$ cat src/rtl/alkpc_pkg.sv
package alkpc_pkg;

  // sample and level widths
  localparam int unsigned LevelW = 12;
  localparam int unsigned CountW = 8;
  localparam int unsigned KeyW   = 3;
  localparam int unsigned CfgIdxW = 3;

  localparam logic [CountW-1:0] CountMax = 8'd255;

  // register reset values
  localparam logic [LevelW-1:0] ReleaseLevelRst  = 12'd1900;
  localparam logic [LevelW-1:0] Key4BelowRst     = 12'd400;
  localparam logic [LevelW-1:0] Key3BelowRst     = 12'd800;
  localparam logic [LevelW-1:0] Key2BelowRst     = 12'd1300;
  localparam logic [CountW-1:0] SettleSamplesRst = 8'd4;
  localparam logic [CountW-1:0] ShortMaxRst      = 8'd15;
  localparam logic [CountW-1:0] LongMinRst       = 8'd30;

  // key numbers
  localparam logic [KeyW-1:0] KeyNone = 3'd0;
  localparam logic [KeyW-1:0] KeyOne  = 3'd1;
  localparam logic [KeyW-1:0] KeyTwo  = 3'd2;
  localparam logic [KeyW-1:0] KeyThree = 3'd3;
  localparam logic [KeyW-1:0] KeyFour = 3'd4;

  // register indexes
  typedef enum logic [CfgIdxW-1:0] {
    CFG_RELEASE_LEVEL  = 3'd0,
    CFG_KEY4_BELOW     = 3'd1,
    CFG_KEY3_BELOW     = 3'd2,
    CFG_KEY2_BELOW     = 3'd3,
    CFG_SETTLE_SAMPLES = 3'd4,
    CFG_SHORT_MAX      = 3'd5,
    CFG_LONG_MIN       = 3'd6
  } cfg_idx_e;

  // result status codes
  typedef enum logic [2:0] {
    ST_IDLE      = 3'd0,
    ST_PENDING   = 3'd1,
    ST_SHORT     = 3'd2,
    ST_LONG      = 3'd3,
    ST_DISCARDED = 3'd4
  } status_e;

  typedef struct packed {
    logic [LevelW-1:0] release_level;
    logic [LevelW-1:0] key4_below;
    logic [LevelW-1:0] key3_below;
    logic [LevelW-1:0] key2_below;
    logic [CountW-1:0] settle_samples;
    logic [CountW-1:0] short_max;
    logic [CountW-1:0] long_min;
  } cfg_t;

  typedef struct packed {
    logic [CountW-1:0] press_count;
    logic [LevelW-1:0] peak_level;
  } press_t;

endpackage

$ cat src/rtl/alkpc_classify.sv
module alkpc_classify (
  input  alkpc_pkg::cfg_t                 cfg_i,
  input  alkpc_pkg::press_t               press_i,
  input  logic [alkpc_pkg::LevelW-1:0]    sample_i,
  output alkpc_pkg::press_t               press_o,
  output alkpc_pkg::status_e              status_o,
  output logic [alkpc_pkg::KeyW-1:0]      key_o
);

  logic                            released;
  logic [alkpc_pkg::KeyW-1:0]      picked;
  logic [alkpc_pkg::CountW-1:0]    count_inc;

  assign released = sample_i > cfg_i.release_level;

  // key from peak, tested in fixed order
  always_comb begin
    priority if (press_i.peak_level < cfg_i.key4_below) begin
      picked = alkpc_pkg::KeyFour;
    end else if (press_i.peak_level < cfg_i.key3_below) begin
      picked = alkpc_pkg::KeyThree;
    end else if (press_i.peak_level < cfg_i.key2_below) begin
      picked = alkpc_pkg::KeyTwo;
    end else begin
      picked = alkpc_pkg::KeyOne;
    end
  end

  // saturating held count
  assign count_inc = (press_i.press_count == alkpc_pkg::CountMax) ?
                     press_i.press_count : press_i.press_count + 1'b1;

  // next press state and result
  always_comb begin
    press_o  = press_i;
    status_o = alkpc_pkg::ST_IDLE;
    key_o    = alkpc_pkg::KeyNone;
    if (released) begin
      if (press_i.press_count != '0) begin
        priority if (press_i.press_count > cfg_i.long_min) begin
          status_o = alkpc_pkg::ST_LONG;
          key_o    = picked;
        end else if (press_i.press_count <= cfg_i.short_max) begin
          status_o = alkpc_pkg::ST_SHORT;
          key_o    = picked;
        end else begin
          status_o = alkpc_pkg::ST_DISCARDED;
        end
        press_o.press_count = '0;
        press_o.peak_level  = '0;
      end
    end else begin
      press_o.press_count = count_inc;
      if (count_inc >= cfg_i.settle_samples && sample_i > press_i.peak_level) begin
        press_o.peak_level = sample_i;
      end
      status_o = alkpc_pkg::ST_PENDING;
    end
  end

endmodule

$ cat src/rtl/adc_ladder_key_press_classifier.sv
// channel | dir | beat fields      | handshake
// --------+-----+------------------+-------------------------------
// in      | in  | sample_i         | in_valid_i / in_stall_o
// out     | out | status_o, key_o  | out_valid_o / out_stall_i
// cfg     | in  | cfg_idx_i, data  | cfg_we_i, no wait
//
// one beat per cycle sustained while out_stall_i stays low; input register, then
// result register, with the classify logic sitting between the two.
// reset clears the press state, the valid flags and loads register defaults.
// a stalled result holds in the result register while the input register
// still takes a beat; in_stall_o rises only when both registers are full.
module adc_ladder_key_press_classifier (
  input  logic                            clk_i,
  input  logic                            rst_ni,
  input  logic                            in_valid_i,
  output logic                            in_stall_o,
  input  logic [alkpc_pkg::LevelW-1:0]    sample_i,
  output logic                            out_valid_o,
  input  logic                            out_stall_i,
  output logic [2:0]                      status_o,
  output logic [alkpc_pkg::KeyW-1:0]      key_o,
  input  logic                            cfg_we_i,
  input  logic [alkpc_pkg::CfgIdxW-1:0]   cfg_idx_i,
  input  logic [alkpc_pkg::LevelW-1:0]    cfg_data_i
);

  alkpc_pkg::cfg_t                 cfg_q;
  alkpc_pkg::press_t               press_q, press_d;
  logic                            in_vld_q;
  logic [alkpc_pkg::LevelW-1:0]    sample_q;
  logic                            out_vld_q;
  alkpc_pkg::status_e              status_d, status_q;
  logic [alkpc_pkg::KeyW-1:0]      key_d, key_q;
  logic                            out_free;
  logic                            advance;
  logic                            in_take;

  // handshake
  assign out_free   = !out_vld_q || !out_stall_i;
  assign advance    = in_vld_q && out_free;
  assign in_stall_o = in_vld_q && !out_free;
  assign in_take    = in_valid_i && !in_stall_o;

  // configuration registers
  always_ff @(posedge clk_i or negedge rst_ni) begin
    if (!rst_ni) begin
      cfg_q.release_level  <= alkpc_pkg::ReleaseLevelRst;
      cfg_q.key4_below     <= alkpc_pkg::Key4BelowRst;
      cfg_q.key3_below     <= alkpc_pkg::Key3BelowRst;
      cfg_q.key2_below     <= alkpc_pkg::Key2BelowRst;
      cfg_q.settle_samples <= alkpc_pkg::SettleSamplesRst;
      cfg_q.short_max      <= alkpc_pkg::ShortMaxRst;
      cfg_q.long_min       <= alkpc_pkg::LongMinRst;
    end else if (cfg_we_i) begin
      case (cfg_idx_i)
        alkpc_pkg::CFG_RELEASE_LEVEL:  cfg_q.release_level  <= cfg_data_i;
        alkpc_pkg::CFG_KEY4_BELOW:     cfg_q.key4_below     <= cfg_data_i;
        alkpc_pkg::CFG_KEY3_BELOW:     cfg_q.key3_below     <= cfg_data_i;
        alkpc_pkg::CFG_KEY2_BELOW:     cfg_q.key2_below     <= cfg_data_i;
        alkpc_pkg::CFG_SETTLE_SAMPLES: cfg_q.settle_samples <= cfg_data_i[7:0];
        alkpc_pkg::CFG_SHORT_MAX:      cfg_q.short_max      <= cfg_data_i[7:0];
        alkpc_pkg::CFG_LONG_MIN:       cfg_q.long_min       <= cfg_data_i[7:0];
        default: ;
      endcase
    end
  end

  // input register
  always_ff @(posedge clk_i or negedge rst_ni) begin
    if (!rst_ni) begin
      in_vld_q <= 1'b0;
    end else if (in_take) begin
      in_vld_q <= 1'b1;
    end else if (advance) begin
      in_vld_q <= 1'b0;
    end
  end

  always_ff @(posedge clk_i) begin
    if (in_take) begin
      sample_q <= sample_i;
    end
  end

  alkpc_classify u_classify (
    .cfg_i    (cfg_q),
    .press_i  (press_q),
    .sample_i (sample_q),
    .press_o  (press_d),
    .status_o (status_d),
    .key_o    (key_d)
  );

  // press state
  always_ff @(posedge clk_i or negedge rst_ni) begin
    if (!rst_ni) begin
      press_q <= '0;
    end else if (advance) begin
      press_q <= press_d;
    end
  end

  // result register
  always_ff @(posedge clk_i or negedge rst_ni) begin
    if (!rst_ni) begin
      out_vld_q <= 1'b0;
    end else if (out_free) begin
      out_vld_q <= advance;
    end
  end

  always_ff @(posedge clk_i) begin
    if (advance) begin
      status_q <= status_d;
      key_q    <= key_d;
    end
  end

  assign out_valid_o = out_vld_q;
  assign status_o    = status_q;
  assign key_o       = key_q;

endmodule

$ cat config.mk
export PLATFORM = sky130hd
export DESIGN_NAME = adc_ladder_key_press_classifier
export DESIGN_NICKNAME = d
export VERILOG_FILES = /design/src/rtl/alkpc_pkg.sv /design/src/rtl/alkpc_classify.sv /design/src/rtl/adc_ladder_key_press_classifier.sv
export SDC_FILE = /design/constraint.sdc
export NUM_CORES = 1
export LEC_CHECK = 0
export BUFFER_PORTS_ARGS = -buffer_cell sky130_fd_sc_hd__buf_2
export CAP_MARGIN = 20
export CORE_UTILIZATION = 40
export DETAILED_ROUTE_END_ITERATION = 7
export SYNTH_ARGS = -nofsm -noshare
export SYNTH_HDL_FRONTEND = slang
export SYNTH_SLANG_ARGS = --single-unit
$ cat constraint.sdc
create_clock -name clk_i -period 3.1 [get_ports clk_i]
set_clock_uncertainty 0.15 [all_clocks]
set_input_delay 0.155 -clock clk_i [delete_from_list [all_inputs] [get_ports clk_i]]
set_output_delay 0.155 -clock clk_i [all_outputs]
set_load 0.02 [all_outputs]
==> summary.txt <==
Yosys
  – Largest family of logic cells by synthesized area: adder cells
  – Commonest cells in the netlist: inv_1, ha_1, nand2_1, dfrtp_1, o21ai_0
  – Area contributors post-synth: dfrtp_1, ha_1, dfstp_2, edfxtp_1, mux2_2
  – Synth Instances: 641
  – Seq/Total Area, Yosys: 45.1%
  – Share of the synthesized area in the top cell type: 26.3%
  – Syn. warnings: 0
  – Asr flop ratio synth: 83.9%
  – Post-synthesis adder-cell area fraction: 16.0%
  – Mapped Area: 6480 µm²
  – Top cell type by total area after synthesis: dfrtp_1
  – Top_reg_cell synth: dfrtp_1
  – Fraction of the mapped netlist area in compound gates: 13.2%
  – Xor and xnor area share after synthesis: 0.676%
  – FF+latch count, synth: 112
  – Syn Nets: 756
  – Avg Cell Area, Syn: 10.1 µm²
  – Cell variety after synth: 44
  – Post-synth EDFFs: 18
  – Top-count cell post-synth: inv_1
  – Simple-Gate Fraction of Synth Area: 12.3%
  – Multiplexer share of the synthesized area: 6.37%

Route
  – Vias/cell: 5.17
  – DRC: 0
  – 1st-iter DRT viols: 269
  – Vias: 4,892
  – WL final: 15.2 mm
  – Drt pass-1 iters: 4
  – DRT antenna net count: 0
  – DR WL/cell: 16.1 µm

Setup path
  – CP Class: reg -> reg
  – Critical Path AT: 3.25 ns
  – Crit-path most repeated cell: and3_1
  – Crit end category: flop
  – CP startpoint kind: flop
  – CP max stage delay: 0.38 ns
  – Worst path slowest cell: dfrtp_1
  – R2r setup slk: -0.05 ns
  – Delay-heaviest family, CP: simple AND/OR/NAND/NOR gates
  – Critical path fanouts, max: 8
  – Worst path cell trace: and3_4 > and3_1 > and3_1 > mux2_4 > ha_4 > nand2_4 > nor4_4 > a21oi_2 > a311oi_2 > buf_4 > nor3_1 > a221o_1
  – Crit path buffers/inverters: 1
  – WP data required: 3.20 ns

Cells and area
  – Proportion of layout cells with a drive suffix above 1: 21.5%
  – Post-route cell area: 7720 µm²
  – Synthesis-to-layout area growth: 19.2%
  – Post-Route Utilization: 48.8%
  – Nets: 840
  – Fill count: 1,458
  – Non-filler instance count after layout: 946
  – Antenna Cells: 0

Timing
  – Final hold slack: 0.0231 ns
  – Period utilisation layout: 102%
  – RSZ-0062 raised after global routing: true
  – Worst-Margin Slew: 0.835 ns
  – Final setup viols: 11
  – Final min period: 3.15 ns
  – F_max: 0.318 GHz
  – Slew margin rel.: 44.0%
  – PnR worst setup slack: -0.0496 ns
  – Endpoints failing hold: 0
  – Final Max Tran Viols: 0

Floorplan
  – Core area: 15,800 µm²
  – Number of cell rows: 46
  – Height of the die: 129 µm
  – Initial core utilization: 40.9%
  – Die area: 16,700 µm²
  – Ports: 40
  – Die W: 129 µm

Clock tree
  – CTS HTree Levels: 3
  – Clock slew at reported path FFs: 0.07 ns
  – Post-CTS setup repair buffer count: 0
  – Clock Path Buffers: 2
  – TritonCTS buffer count: 9
  – Clock sinks: 112
  – CTS tree: done
  – CTS root buf: clkbuf_16
  – Worst-Skew Late Latency: 0.36 ns

Power
  – Worst vdd ir: 0.000328 V
  – Overall power: 5.31 mW
  – Pwr Density: 687 nW/µm²
  – Leak: 3.60 nW

Placement
  – Buffers added on ports: 39
  – Hpwl dp: 11.3 mm
  – Routability-driven placement congestion ratio: 0.886
  – Inst Count DP: 903
  – Placed Area: 7070 µm²

GRT
  – All-Layer GR Usage: 20.0%
  – Gr ovfl total: 0
  – Vias in the first global route: 4,957
  – First-pass GRT wire length: 25.1 mm
  – Largest net degree at the start of global routing: 59
  – Initial antenna violation count: 0

Min path
  – HP Class: in -> reg

Outcome
  – Status: finished with violations
  – Violations in the final reports: setup timing

Flow run
  – Max-cap violations: 0
==> through the flow <==
| step | TNS, ns | setup WS [ns] |
|---|---|---|
| 2_1_floorplan | 0 | 0.0555 |
| 5_1_grt | -1.29 | -0.132 |
| 6_report | -0.231 | -0.0496 |
| 3_3_place_gp | 0 | 0.00350 |
| 4_1_cts | 0 | 0.00920 |
| 3_5_place_dp | -0.0122 | -0.00732 |
==> worst min-delay path: stages <==
cell and delay (ns):
buf_2 0.19, nand2_1 0.09, o21ai_0 0.08
==> path summary, 6_finish.rpt <==
check	end	cells after the start	from
max in group asynchronous	cfg_q[18]	3	rst_ni
min reg2reg	out_valid_o	1	in_vld_q
max reg2reg	press_q[1]	12	press_q[16]
min	cfg_q[66]	3	cfg_data_i[6]
min in group asynchronous	cfg_q[59]	2	rst_ni
max	press_q[1]	12	press_q[16]
==> layout make-up <==
type	count	area, µm²	area share [%]
Clock buffer	11	233	3.01
Clock inverter	5	47.5	0.615
Inverter	86	323	4.18
Multi-Input combinational cell	426	3260	42.2
Timing Repair Buffer	90	666	8.62
Sequential cell	112	2930	37.9
Tap cell	216	270	3.50
==> cells by family (layout without fill, tap and decap cells) <==
group           Yosys count  count (layout)
flops                   112             112
buf+inv                 103             192
mux                      37              37
compound gates          132             132
xor+xnor                  5               5
fa+ha+maj                83              83
simple gates            169             169
==> sequential cells by signal, indices dropped and copies added, names as in the netlist <==
signal	cells
in_vld_q	1
cfg_q	72
out_valid_o	1
press_q	20
sample_q	12
key_o	3
status_o	3
==> timing repair <==
item / CTS / global route
cloned: 0 / 1
hold endpoints to repair: 79 / 0
hold buffers: 26 / 0
endpoints found under the setup margin: 11 / 12
pin swaps: 0 / 8
resized for setup: 3 / 19
==> placed cells by master (no fill, tap or decap), types with 3 or more instances in the layout <==
master         netlist  layout
inv_1               86      86
ha_1                83      81
nand2_1             79      77
dfrtp_1             68      68
o21ai_0             56      56
buf_2                3      38
mux2_2              34      32
dfstp_2             26      26
dlygate4sd3_1        0      26
a21oi_1             25      24
buf_4                0      23
nor2_1              22      22
edfxtp_1            18      18
nand4_1             17      17
nor3_1              20      17
a21o_1              13      13
a221o_1             11      11
clkbuf_16            0       9
nor2b_1              8       8
nand2b_1             6       5
and3_4               0       3
o211ai_1             3       3
o31ai_1              3       3
o2bb2ai_1            3       3
nor3_2               0       3
mux2i_1              3       3
a211oi_1             3       3
a221oi_1             3       3
o21a_1               3       3
nand4b_1             3       3
==> where the power goes <==
part / switching (mW) / total, mW / internal, mW
registers: 0.224 / 2.09 / 1.87
logic: 1.12 / 2.08 / 0.957
clock network: 0.521 / 1.14 / 0.619
==> per-layer routing <==
| metal | share of wire [%] | up-vias | routed length, µm | track usage [%] |
|---|---|---|---|---|
| met5 | 0 | - | 0 | 0 |
| met4 | 2.0 | 0 | 304 | 6.30 |
| met3 | 5.5 | 22 | 835 | 4.87 |
| met2 | 45 | 109 | 6810 | 31.6 |
| met1 | 48 | 2352 | 7280 | 26.9 |
| li1 | - | 2409 | - | - |
Note: power is estimated with default switching activity, not from simulation.
